--- src/rtl/assert_macros.svh ---
// Assertion helpers shared by the RTL.
`ifndef ASSERT_MACROS_SVH
`define ASSERT_MACROS_SVH

// Implication checked on every clock edge outside reset.
`define ASSERT_IMPL(label, clk, rst_n, ante, cons, msg) \
    label: assert property (@(posedge clk) disable iff (!rst_n) (ante) |-> (cons)) \
        else $error(msg);

// Implication whose consequent is checked in the cycle after the antecedent.
`define ASSERT_NEXT(label, clk, rst_n, ante, cons, msg) \
    label: assert property (@(posedge clk) disable iff (!rst_n) (ante) |=> (cons)) \
        else $error(msg);

`endif

--- src/rtl/netx_pkg.sv ---
package netx_pkg;

    localparam int TableEntries = 16;
    localparam int IdxW = $clog2(TableEntries);
    localparam int IdxCntW = $clog2(TableEntries + 1);

    localparam logic [2:0]  MaxTriesRst = 3'd3;
    localparam logic [3:0]  RecalcCountRst = 4'd4;
    localparam logic [15:0] RecalcIntervalRst = 16'd60;
    localparam logic [15:0] RatioNoAcks = 16'd511;

    localparam logic [1:0] CfgMaxTries = 2'd0;
    localparam logic [1:0] CfgRecalcCount = 2'd1;
    localparam logic [1:0] CfgRecalcInterval = 2'd2;

    typedef enum logic [2:0] {
        ST_IDLE,
        ST_SCAN,
        ST_READ,
        ST_DIV,
        ST_WRITE,
        ST_OUT
    } t_state;

    // Controller to datapath.
    typedef struct packed {
        logic load;       // capture input item, clear scan
        logic scan;       // compare one entry, advance scan index
        logic read;       // read selected entry, count attempts
        logic div_start;  // start the ratio division
        logic div_step;   // one restoring division step
        logic write;      // write back entry, build result
    } t_cmd;

    // Datapath to controller.
    typedef struct packed {
        logic scan_done;
        logic full;
        logic need_div;
        logic div_done;
    } t_stat;

endpackage

--- src/rtl/neighbor_etx_estimator_unit.sv ---
// Neighbor ETX estimator. Each input transfer carries one transmitted
// frame's outcome; one result transfer comes back per frame with the table
// entry used, its ETX after the frame, and flags for a newly claimed entry,
// a full table, and an ETX recomputation. A frame goes through these steps
// in order: take the frame, scan the addresses (a match ends the scan
// early), read the entry and count attempts (skipped for a full table),
// recompute ETX with the bit-serial attempts/acks divider when needed,
// write back, and offer the result. One frame is in flight at a time; the
// result register holds until taken, and no new frame is taken before
// then. Configuration writes are accepted in any cycle and should only be
// issued while no frame is pending.
module neighbor_etx_estimator_unit (
    input  logic         i_clk,
    input  logic         i_rst_n,
    input  logic         s_axis_tvalid,
    output logic         s_axis_tready,
    // [63:0] dest_addr, [64] frame_is_ack, [65] ack_requested,
    // [68:66] acked_on_attempt, [100:69] now_seconds, [103:101] zero
    input  logic [103:0] s_axis_tdata,
    output logic         m_axis_tvalid,
    input  logic         m_axis_tready,
    // [3:0] entry_index, [19:4] link_etx, [20] new_entry, [21] table_full,
    // [22] etx_updated, [23] zero
    output logic [23:0]  m_axis_tdata,
    input  logic         i_cfg_valid,
    output logic         o_cfg_ready,
    input  logic [1:0]   i_cfg_index,
    input  logic [15:0]  i_cfg_data
);

    netx_pkg::t_cmd  cmd;
    netx_pkg::t_stat stat;

    logic [2:0]  r_max_tries;
    logic [3:0]  r_recalc_count;
    logic [15:0] r_recalc_interval;

    logic [3:0]  entry_index;
    logic [15:0] link_etx;
    logic        new_entry, table_full, etx_updated;

    // Always take configuration writes; unknown indexes are dropped.
    assign o_cfg_ready = 1'b1;

    always_ff @(posedge i_clk) begin
        if (!i_rst_n) begin
            r_max_tries <= netx_pkg::MaxTriesRst;
            r_recalc_count <= netx_pkg::RecalcCountRst;
            r_recalc_interval <= netx_pkg::RecalcIntervalRst;
        end else if (i_cfg_valid) begin
            unique case (i_cfg_index)
                netx_pkg::CfgMaxTries:       r_max_tries <= i_cfg_data[2:0];
                netx_pkg::CfgRecalcCount:    r_recalc_count <= i_cfg_data[3:0];
                netx_pkg::CfgRecalcInterval: r_recalc_interval <= i_cfg_data;
                default: ;
            endcase
        end
    end

    netx_ctrl u_ctrl (
        .i_clk       (i_clk),
        .i_rst_n     (i_rst_n),
        .i_in_valid  (s_axis_tvalid),
        .o_in_ready  (s_axis_tready),
        .o_out_valid (m_axis_tvalid),
        .i_out_ready (m_axis_tready),
        .i_stat      (stat),
        .o_cmd       (cmd)
    );

    netx_dpath u_dpath (
        .i_clk              (i_clk),
        .i_rst_n            (i_rst_n),
        .i_cmd              (cmd),
        .o_stat             (stat),
        .i_dest_addr        (s_axis_tdata[63:0]),
        .i_frame_is_ack     (s_axis_tdata[64]),
        .i_ack_requested    (s_axis_tdata[65]),
        .i_acked_on_attempt (s_axis_tdata[68:66]),
        .i_now_seconds      (s_axis_tdata[100:69]),
        .i_max_tries        (r_max_tries),
        .i_recalc_count     (r_recalc_count),
        .i_recalc_interval  (r_recalc_interval),
        .o_entry_index      (entry_index),
        .o_link_etx         (link_etx),
        .o_new_entry        (new_entry),
        .o_table_full       (table_full),
        .o_etx_updated      (etx_updated)
    );

    assign m_axis_tdata = {1'b0, etx_updated, table_full, new_entry, link_etx, entry_index};

endmodule

--- src/rtl/netx_ctrl.sv ---
`include "assert_macros.svh"

module netx_ctrl (
    input  logic            i_clk,
    input  logic            i_rst_n,
    input  logic            i_in_valid,
    output logic            o_in_ready,
    output logic            o_out_valid,
    input  logic            i_out_ready,
    input  netx_pkg::t_stat i_stat,
    output netx_pkg::t_cmd  o_cmd
);

    netx_pkg::t_state r_state, n_state;

    always_ff @(posedge i_clk) begin
        if (!i_rst_n) begin
            r_state <= netx_pkg::ST_IDLE;
        end else begin
            r_state <= n_state;
        end
    end

    always_comb begin
        n_state = r_state;
        unique case (r_state)
            netx_pkg::ST_IDLE:  if (i_in_valid) n_state = netx_pkg::ST_SCAN;
            netx_pkg::ST_SCAN: begin
                if (i_stat.scan_done) begin
                    n_state = i_stat.full ? netx_pkg::ST_WRITE : netx_pkg::ST_READ;
                end
            end
            netx_pkg::ST_READ: begin
                n_state = i_stat.need_div ? netx_pkg::ST_DIV : netx_pkg::ST_WRITE;
            end
            netx_pkg::ST_DIV:   if (i_stat.div_done) n_state = netx_pkg::ST_WRITE;
            netx_pkg::ST_WRITE: n_state = netx_pkg::ST_OUT;
            netx_pkg::ST_OUT:   if (i_out_ready) n_state = netx_pkg::ST_IDLE;
            default:            n_state = netx_pkg::ST_IDLE;
        endcase
    end

    always_comb begin
        o_cmd = '0;
        o_in_ready = 1'b0;
        o_out_valid = 1'b0;
        unique case (r_state)
            netx_pkg::ST_IDLE: begin
                o_in_ready = 1'b1;
                o_cmd.load = i_in_valid;
            end
            netx_pkg::ST_SCAN:  o_cmd.scan = 1'b1;
            netx_pkg::ST_READ: begin
                o_cmd.read = 1'b1;
                o_cmd.div_start = i_stat.need_div;
            end
            netx_pkg::ST_DIV:   o_cmd.div_step = 1'b1;
            netx_pkg::ST_WRITE: o_cmd.write = 1'b1;
            netx_pkg::ST_OUT:   o_out_valid = 1'b1;
            default: ;
        endcase
    end

    `ASSERT_IMPL(a_ready_only_idle, i_clk, i_rst_n, o_in_ready, !o_out_valid,
        "input ready while result pending")
    `ASSERT_NEXT(a_accept_scans, i_clk, i_rst_n, o_in_ready && i_in_valid,
        r_state == netx_pkg::ST_SCAN, "accepted item did not start scan")
    `ASSERT_NEXT(a_out_hold, i_clk, i_rst_n, o_out_valid && !i_out_ready,
        o_out_valid, "result dropped while stalled")

endmodule

--- src/rtl/netx_dpath.sv ---
`include "assert_macros.svh"

module netx_dpath (
    input  logic                     i_clk,
    input  logic                     i_rst_n,
    input  netx_pkg::t_cmd           i_cmd,
    output netx_pkg::t_stat          o_stat,
    input  logic [63:0]              i_dest_addr,
    input  logic                     i_frame_is_ack,
    input  logic                     i_ack_requested,
    input  logic [2:0]               i_acked_on_attempt,
    input  logic [31:0]              i_now_seconds,
    input  logic [2:0]               i_max_tries,
    input  logic [3:0]               i_recalc_count,
    input  logic [15:0]              i_recalc_interval,
    output logic [3:0]               o_entry_index,
    output logic [15:0]              o_link_etx,
    output logic                     o_new_entry,
    output logic                     o_table_full,
    output logic                     o_etx_updated
);

    localparam int N = netx_pkg::TableEntries;
    localparam int IW = netx_pkg::IdxW;
    localparam int CW = netx_pkg::IdxCntW;

    // Table storage: one entry read and one written per cycle.
    logic [63:0] r_addr_mem [N];
    logic [15:0] r_att_mem  [N];
    logic [15:0] r_ack_mem  [N];
    logic [7:0]  r_cd_mem   [N];
    logic [15:0] r_etx_mem  [N];
    logic [31:0] r_nct_mem  [N];
    logic [N-1:0] r_used;

    // Captured item.
    logic [63:0] r_dest;
    logic        r_count_en;
    logic        r_got_ack;
    logic [2:0]  r_n;
    logic [31:0] r_now;

    // Scan state.
    logic [CW-1:0] r_scan_idx;
    logic          r_found, r_free_found;
    logic [IW-1:0] r_match_idx, r_free_idx;
    logic [63:0]   r_rd_addr;

    // Selected entry values.
    logic [IW-1:0] r_sel;
    logic          r_claim, r_full;
    logic [15:0]   r_att, r_ack, r_etx;
    logic [7:0]    r_cd;
    logic          r_upd;

    // Divider.
    logic [15:0] r_quo, r_rem;
    logic [4:0]  r_div_cnt;

    logic [3:0]  r_out_idx;
    logic [15:0] r_out_etx;
    logic        r_out_new, r_out_full, r_out_upd;

    logic [CW-1:0] scan_last;
    logic [IW-1:0] scan_ptr;
    logic          scan_done;
    logic          match_hit;
    logic [16:0]   att_sum;
    logic [15:0]   att_new, ack_new;
    logic [7:0]    cd_new;
    logic [IW-1:0] sel_idx;
    logic          claim;
    logic [16:0]   rem_shift;
    logic [16:0]   rem_sub;
    logic [19:0]   avg_sum;
    logic [15:0]   ratio;

    assign scan_ptr  = r_scan_idx[IW-1:0];
    assign scan_last = CW'(N);
    // The read data register holds the entry just before the one the scan pointer now addresses.
    assign match_hit = (r_scan_idx != '0) && (r_rd_addr == r_dest);
    assign scan_done = r_found || match_hit || (r_scan_idx == scan_last);

    always_ff @(posedge i_clk) begin
        if (i_cmd.scan && !scan_done && r_scan_idx != scan_last) begin
            r_rd_addr <= r_addr_mem[scan_ptr];
        end
    end

    always_ff @(posedge i_clk) begin
        if (!i_rst_n) begin
            r_scan_idx <= '0;
            r_found <= 1'b0;
            r_free_found <= 1'b0;
        end else if (i_cmd.load) begin
            r_scan_idx <= '0;
            r_found <= 1'b0;
            r_free_found <= 1'b0;
        end else if (i_cmd.scan && !scan_done) begin
            r_scan_idx <= r_scan_idx + 1'b1;
            if (!r_free_found && !r_used[scan_ptr]) begin
                r_free_found <= 1'b1;
                r_free_idx <= scan_ptr;
            end
        end
        if (i_rst_n && i_cmd.scan && match_hit && !r_found) begin
            r_found <= 1'b1;
            r_match_idx <= IW'(r_scan_idx - 1'b1);
        end
    end

    always_ff @(posedge i_clk) begin
        if (i_cmd.load) begin
            r_dest <= i_dest_addr;
            r_now <= i_now_seconds;
            r_count_en <= !i_frame_is_ack && i_ack_requested && (i_max_tries != 3'd0);
            r_got_ack <= (i_acked_on_attempt != 3'd0) && (i_acked_on_attempt <= i_max_tries);
            r_n <= ((i_acked_on_attempt != 3'd0) && (i_acked_on_attempt <= i_max_tries))
                   ? i_acked_on_attempt : i_max_tries;
        end
    end

    // Entry selection after the scan.
    assign claim   = !(r_found || match_hit);
    assign sel_idx = match_hit ? IW'(r_scan_idx - 1'b1) : (r_found ? r_match_idx : r_free_idx);

    always_ff @(posedge i_clk) begin
        if (i_cmd.scan && scan_done) begin
            r_sel <= sel_idx;
            r_claim <= claim && r_free_found;
            r_full <= claim && !r_free_found;
        end
    end

    // Read the entry and apply the attempt and ack counts.
    assign att_sum = {1'b0, (r_claim ? 16'd0 : r_att_mem[r_sel])} + 17'(r_n);
    assign att_new = r_count_en ? (att_sum[16] ? 16'hFFFF : att_sum[15:0])
                                : (r_claim ? 16'd0 : r_att_mem[r_sel]);
    always_comb begin
        logic [15:0] ack_old;
        logic [7:0]  cd_old;
        ack_old = r_claim ? 16'd0 : r_ack_mem[r_sel];
        cd_old  = r_claim ? 8'd1 : r_cd_mem[r_sel];
        ack_new = ack_old;
        cd_new  = cd_old;
        if (r_count_en) begin
            cd_new = (cd_old > 8'(r_n)) ? cd_old - 8'(r_n) : 8'd0;
            if (r_got_ack && ack_old != 16'hFFFF) begin
                ack_new = ack_old + 16'd1;
            end
        end
    end

    logic [15:0] etx_rd;
    logic [31:0] nct_rd;
    logic        need_div;
    assign etx_rd = r_claim ? 16'd0 : r_etx_mem[r_sel];
    assign nct_rd = r_claim ? 32'd0 : r_nct_mem[r_sel];
    assign need_div = r_count_en && r_got_ack && (cd_new == 8'd0)
                      && ((etx_rd == 16'd0) || (r_now >= nct_rd));

    always_ff @(posedge i_clk) begin
        if (i_cmd.read) begin
            r_att <= att_new;
            r_ack <= ack_new;
            r_cd  <= cd_new;
            r_etx <= etx_rd;
            r_upd <= need_div;
        end
    end

    // Restoring division attempts / acks, one quotient bit a cycle.
    assign rem_shift = {r_rem, r_quo[15]};
    assign rem_sub   = rem_shift - {1'b0, r_ack};

    always_ff @(posedge i_clk) begin
        if (!i_rst_n) begin
            r_div_cnt <= '0;
        end else if (i_cmd.div_start) begin
            r_div_cnt <= 5'd16;
            r_quo <= att_new;
            r_rem <= 16'd0;
        end else if (i_cmd.div_step && r_div_cnt != 5'd0) begin
            r_div_cnt <= r_div_cnt - 5'd1;
            if (!rem_sub[16]) begin
                r_rem <= rem_sub[15:0];
                r_quo <= {r_quo[14:0], 1'b1};
            end else begin
                r_rem <= rem_shift[15:0];
                r_quo <= {r_quo[14:0], 1'b0};
            end
        end
    end

    assign ratio   = (r_ack == 16'd0) ? netx_pkg::RatioNoAcks : r_quo;
    assign avg_sum = 20'(ratio) + 20'({r_etx, 3'b000}) - 20'(r_etx);

    // Write back and build the result.
    always_ff @(posedge i_clk) begin
        if (!i_rst_n) begin
            r_used <= '0;
        end else if (i_cmd.write && !r_full && r_claim) begin
            r_used[r_sel] <= 1'b1;
        end
    end

    logic [15:0] etx_fin;
    assign etx_fin = r_upd ? ((r_etx == 16'd0) ? ratio : avg_sum[18:3]) : r_etx;

    // Free entries start with address zero and clear counters, so a zero
    // address matches them.
    always_ff @(posedge i_clk) begin
        if (!i_rst_n) begin
            for (int i = 0; i < N; i++) begin
                r_addr_mem[i] <= '0;
                r_att_mem[i]  <= '0;
                r_ack_mem[i]  <= '0;
                r_cd_mem[i]   <= '0;
                r_etx_mem[i]  <= '0;
                r_nct_mem[i]  <= '0;
            end
        end else if (i_cmd.write && !r_full) begin
            r_addr_mem[r_sel] <= r_dest;
            r_att_mem[r_sel]  <= r_att;
            r_ack_mem[r_sel]  <= r_ack;
            r_cd_mem[r_sel]   <= r_upd ? 8'(i_recalc_count) : r_cd;
            r_etx_mem[r_sel]  <= etx_fin;
            if (r_upd) begin
                r_nct_mem[r_sel] <= r_now + 32'(i_recalc_interval);
            end else if (r_claim) begin
                r_nct_mem[r_sel] <= 32'd0;
            end
        end
    end

    always_ff @(posedge i_clk) begin
        if (!i_rst_n) begin
            r_out_idx  <= '0;
            r_out_etx  <= '0;
            r_out_new  <= 1'b0;
            r_out_full <= 1'b0;
            r_out_upd  <= 1'b0;
        end else if (i_cmd.write) begin
            r_out_idx  <= r_full ? 4'd0 : 4'(r_sel);
            r_out_etx  <= r_full ? 16'd0 : etx_fin;
            r_out_new  <= !r_full && r_claim;
            r_out_full <= r_full;
            r_out_upd  <= !r_full && r_upd;
        end
    end

    assign o_stat.scan_done = scan_done;
    assign o_stat.full      = claim && !r_free_found;
    assign o_stat.need_div  = need_div;
    assign o_stat.div_done  = (r_div_cnt == 5'd0);

    assign o_entry_index = r_out_idx;
    assign o_link_etx    = r_out_etx;
    assign o_new_entry   = r_out_new;
    assign o_table_full  = r_out_full;
    assign o_etx_updated = r_out_upd;

    `ASSERT_IMPL(a_full_no_new, i_clk, i_rst_n, r_out_full, !r_out_new && !r_out_upd,
        "full result flags inconsistent")
    `ASSERT_NEXT(a_div_load, i_clk, i_rst_n, i_cmd.div_start, r_div_cnt == 5'd16,
        "divider not loaded")

endmodule

--- config.mk ---
export PLATFORM = sky130hd
export DESIGN_NAME = neighbor_etx_estimator_unit
export DESIGN_NICKNAME = d
export VERILOG_FILES = /design/src/rtl/netx_pkg.sv /design/src/rtl/neighbor_etx_estimator_unit.sv /design/src/rtl/netx_ctrl.sv /design/src/rtl/netx_dpath.sv
export VERILOG_INCLUDE_DIRS = /design/src /design/src/rtl
export SDC_FILE = /design/constraint.sdc
export NUM_CORES = 2
export LEC_CHECK = 0
export ABC_AREA = 0
export BUFFER_PORTS_ARGS = -buffer_cell sky130_fd_sc_hd__clkbuf_2
export CORE_MARGIN = 8
export CORE_UTILIZATION = 60
export CTS_CLUSTER_SIZE = 20
export DETAILED_ROUTE_END_ITERATION = 16
export PLACE_DENSITY = 0.87
export SLEW_MARGIN = 15
export SYNTH_ARGS = -nofsm -noshare
export SYNTH_HDL_FRONTEND = slang
export SYNTH_SLANG_ARGS = --single-unit
--- constraint.sdc ---
create_clock -name i_clk -period 20 [get_ports i_clk]
set_input_delay 4 -clock i_clk [delete_from_list [all_inputs] [get_ports i_clk]]
set_output_delay 4 -clock i_clk [all_outputs]
set_load 0.005 [all_outputs]
==> flow_metrics.env <==
export IMPL_die_h_um=472
export IMPL_cp_slowest_stage_delay_ps=1040
export IMPL_track_usage_pct=31.2
export IMPL_first_pass_iters=14
export IMPL_crit_type="in -> reg"
export IMPL_vias=77360
export IMPL_fin_area_um2=137000
export IMPL_p_sw_uw=2770
export IMPL_hold_path_class="reg -> reg"
export IMPL_htreeDepth=5
export IMPL_synth_largest_area_cell="edfxtp_1"
export IMPL_cts_resized=0
export IMPL_start_kind="input port"
export IMPL_ys_ff_latch=2781
export IMPL_synth_area_leaders="edfxtp_1 65%, mux4_2 13%, and2_1 6.5%"
export IMPL_initial_core_util_pct=60.3
export IMPL_power_density_nw_per_um2=91.8
export IMPL_power_leakage_uw=0.0489
export IMPL_cts_sinks=2781
export IMPL_wire_per_inst_um=32.2
export IMPL_placed_area_um2=128000
export IMPL_path_clk_slew_ps=60
export IMPL_postCtsSetupBuffers=0
export IMPL_postSynthAreaPerCell_um2=15.3
export IMPL_critPathBufInv=6
export IMPL_p_seq_share_pct=53.4
export IMPL_synth_edf_count=2700
export IMPL_ys_seq_area_share_pct=66.4
export IMPL_syn_num_nets=8410
export IMPL_crit_family="buffers and inverters"
export IMPL_crit_required_ps=20540
export IMPL_drt_vias_per_instance=7.00
export IMPL_grt_antenna_before_repair=23
export IMPL_port_buffer_count=148
export IMPL_comb_power_share_pct=4.7
export IMPL_fin_skew_ps=96.1
export IMPL_clock_latency_ps=970
export IMPL_status="finished, final reports clean"
export IMPL_end_kind="flop"
export IMPL_die_area_um2=222000
export IMPL_routed_wl_um=356000
export IMPL_dp_hpwl_um=190000
export IMPL_grt_overflow=0
export IMPL_nets=8363
export IMPL_rsz0062_at_grt="no"
export IMPL_fin_crit_ps=8630
export IMPL_drtIter0Drc=13711
export IMPL_tritoncts="done"
export IMPL_synth_cell_types=89
export IMPL_synthCells=8167
export IMPL_cp_data_arrival_time_ps=9160
export IMPL_clk_path_buf_depth=4
export IMPL_detail_route_antenna_nets=0
export IMPL_max_slew_worst_pin_slew_ps=1290
export IMPL_slowest_stage="buf_4"
export IMPL_async_flop_share_pct=0
export IMPL_ys_flop_type="edfxtp_1"
export IMPL_cts_buffers=294
export IMPL_grt_pass1_vias=78882
export IMPL_max_cap_violations=0
export IMPL_slew_viol_final=0
export IMPL_drc=0
export IMPL_grt_max_degree=135
export IMPL_cts_hold_buf=0
export IMPL_fin_crit_sh_pct=43.1
export IMPL_dieWidth_um=472
export IMPL_crit_fanout=54
export IMPL_place_gp_congestion=0.910
export IMPL_switching_share_pct=22.1
export IMPL_row_count=167
export IMPL_finalSetupViolCount=0
export IMPL_syn_to_final_growth_pct=9.74
export IMPL_core_um2=207000
export IMPL_clkPwrFrac_pct=42.0
export IMPL_fmax_ghz=0.116
export IMPL_root_buffer="clkbuf_16"
export IMPL_io_pins=154
export IMPL_path_cells="buf_4 > inv_2 > nor3_2 > buf_4 > nand3_2 > buf_4 > nand2_4 > buf_4 > buf_4"
export IMPL_timing_slew_headroom_pct=13.8
export IMPL_synth_area_um2=125000
export IMPL_finalHoldViolCount=0
export IMPL_p_int_uw=9780
export IMPL_crit_top_cell="buf_4"
export IMPL_synth_top_cell_area_share_pct=65.1
export IMPL_drive_gt1_share_pct=18.9
export IMPL_tns_ps=0
export IMPL_ir_drop_uv=97.9
export IMPL_fill_cells=12413
export IMPL_grt_pass1_wl_um=514000
export IMPL_synth_warnings=0
==> cell type report <==
class	instances	area, um^2	share of cell area (%)
Clock buffer	349	7710	5.64
Clock inverter	156	1260	0.925
Antenna cell	12	30.0	0.0220
Multi-Input combinational cell	4625	39100	28.6
Sequential cell	2781	82700	60.5
Tap cell	2704	3380	2.47
Inverter	94	365	0.267
Timing Repair Buffer	324	2110	1.55
==> power groups by stage <==
stage                     clock (uW)  combinational, uW  sequential, uW
after floorplan                    0                370            6760
after global placement             0                547            6780
after detailed placement           0                562            6810
after CTS                       5260                571            6690
after global routing            5470                603            6710
final                           5260                586            6700
==> worst reg2reg max path, delay by kind of cell, from the launching register on <==
| family | cells | cell delay (ps) |
|---|---|---|
| AO/OA/AOI/OAI | 5 | 1220 |
| flip-flops | 1 | 790 |
| multiplexers | 2 | 1130 |
| AND/OR/NAND/NOR | 5 | 2200 |
| buffers and inverters | 4 | 2150 |
| adder cells (fa/ha/maj) | 1 | 210 |
==> layout by cell type (no fill, tap or decap), types with 17 or more instances in the layout <==
master | synthesis | routed
a211oi_1 | 21 | 21
a21o_1 | 20 | 20
a21oi_1 | 140 | 139
and2_1 | 1293 | 1292
and3_1 | 18 | 18
buf_4 | 16 | 173
bufinv_16 | 0 | 20
clkbuf_1 | 543 | 48
clkbuf_16 | 0 | 301
clkbuf_2 | 0 | 147
clkinv_1 | 19 | 87
clkinv_2 | 0 | 47
dfxtp_1 | 81 | 73
edfxtp_1 | 2700 | 2700
fa_1 | 17 | 17
ha_1 | 99 | 99
inv_1 | 74 | 70
mux2_2 | 25 | 25
mux2i_1 | 73 | 70
mux4_2 | 729 | 729
nand2_1 | 267 | 250
nand2b_1 | 26 | 26
nand3_1 | 83 | 74
nand4_1 | 28 | 28
nor2_1 | 1281 | 1265
nor2b_1 | 30 | 30
nor3_1 | 33 | 32
nor4_1 | 29 | 27
o211ai_1 | 27 | 27
o21ai_0 | 56 | 56
xnor2_1 | 59 | 53
xor2_1 | 85 | 78
==> through the flow <==
step | util, % | hold WS, ps | worst slack, ps | total power [uW] | std cells
2_1_floorplan | - | 406 | 11580 | 7140 | 8167
3_3_place_gp | 61.7 | 434 | 10770 | 7330 | 10527
3_5_place_dp | 61.7 | 434 | 10690 | 7370 | 10528
4_1_cts | 66.1 | 444 | 11620 | 12500 | 11033
5_1_grt | 66.1 | 461 | 11380 | 12800 | 11036
6_report | 66.1 | 440 | 11370 | 12500 | 11045
==> Yosys cell counts, drive strengths merged (38+ instances only) <==
master     n
clkbuf   543
inv       75
a21oi    140
nor2    1282
xor2      85
mux2      38
edfxtp  2700
nand2    267
mux2i     73
mux4     729
ha        99
dfxtp     81
o21ai     59
and2    1295
xnor2     59
buf      124
nand3     84
==> logic make-up (layout without fill, tap and decap cells) <==
kind of cell / Yosys count / after routing / synth area share (%)
adder cells (fa/ha/maj): 116 / 116 / 1.27
AND/OR/NAND/NOR: 3144 / 3144 / 12.6
AO/OA/AOI/OAI: 379 / 379 / 1.99
multiplexers: 840 / 840 / 14.1
XOR/XNOR: 144 / 144 / 1.01
buffers and inverters: 761 / 923 / 2.58
other: 2 / 14 / 0.00603
flip-flops: 2781 / 2781 / 66.4
==> registers in the layout, indices dropped and copies added (netlist names), 32 cells and up, named ones only <==
register and count:
u_dpath.r_ack_mem 256, u_dpath.r_addr_mem 1024, u_dpath.r_att_mem 256, u_dpath.r_cd_mem 128, u_dpath.r_dest 64, u_dpath.r_etx_mem 256
u_dpath.r_nct_mem 512, u_dpath.r_now 32, u_dpath.r_rd_addr 64
==> layer usage <==
layer / global-route usage (%) / wire length, um / vias up
met2: 49.1 / 166000 / 7467
met3: 9.26 / 54500 / 1714
li1: - / - / 30055
met4: 17.6 / 23900 / 14
met5: 0 / 78 / -
met1: 39.2 / 112000 / 38110
==> final timing paths <==
path / start / to / slack (ps) / cells past startpoint
setup / recovery: i_rst_n / u_dpath.r_addr_mem[4][39] / 11370 / 9
hold / removal: u_dpath.o_link_etx[2] / u_dpath.o_link_etx[2] / 440 / 2
setup reg to reg: flop / u_dpath.r_rem[14] / 11820 / 17
hold reg to reg: u_dpath.o_link_etx[2] / u_dpath.o_link_etx[2] / 440 / 2
No activity file was read; power rests on OpenSTA's default activity.
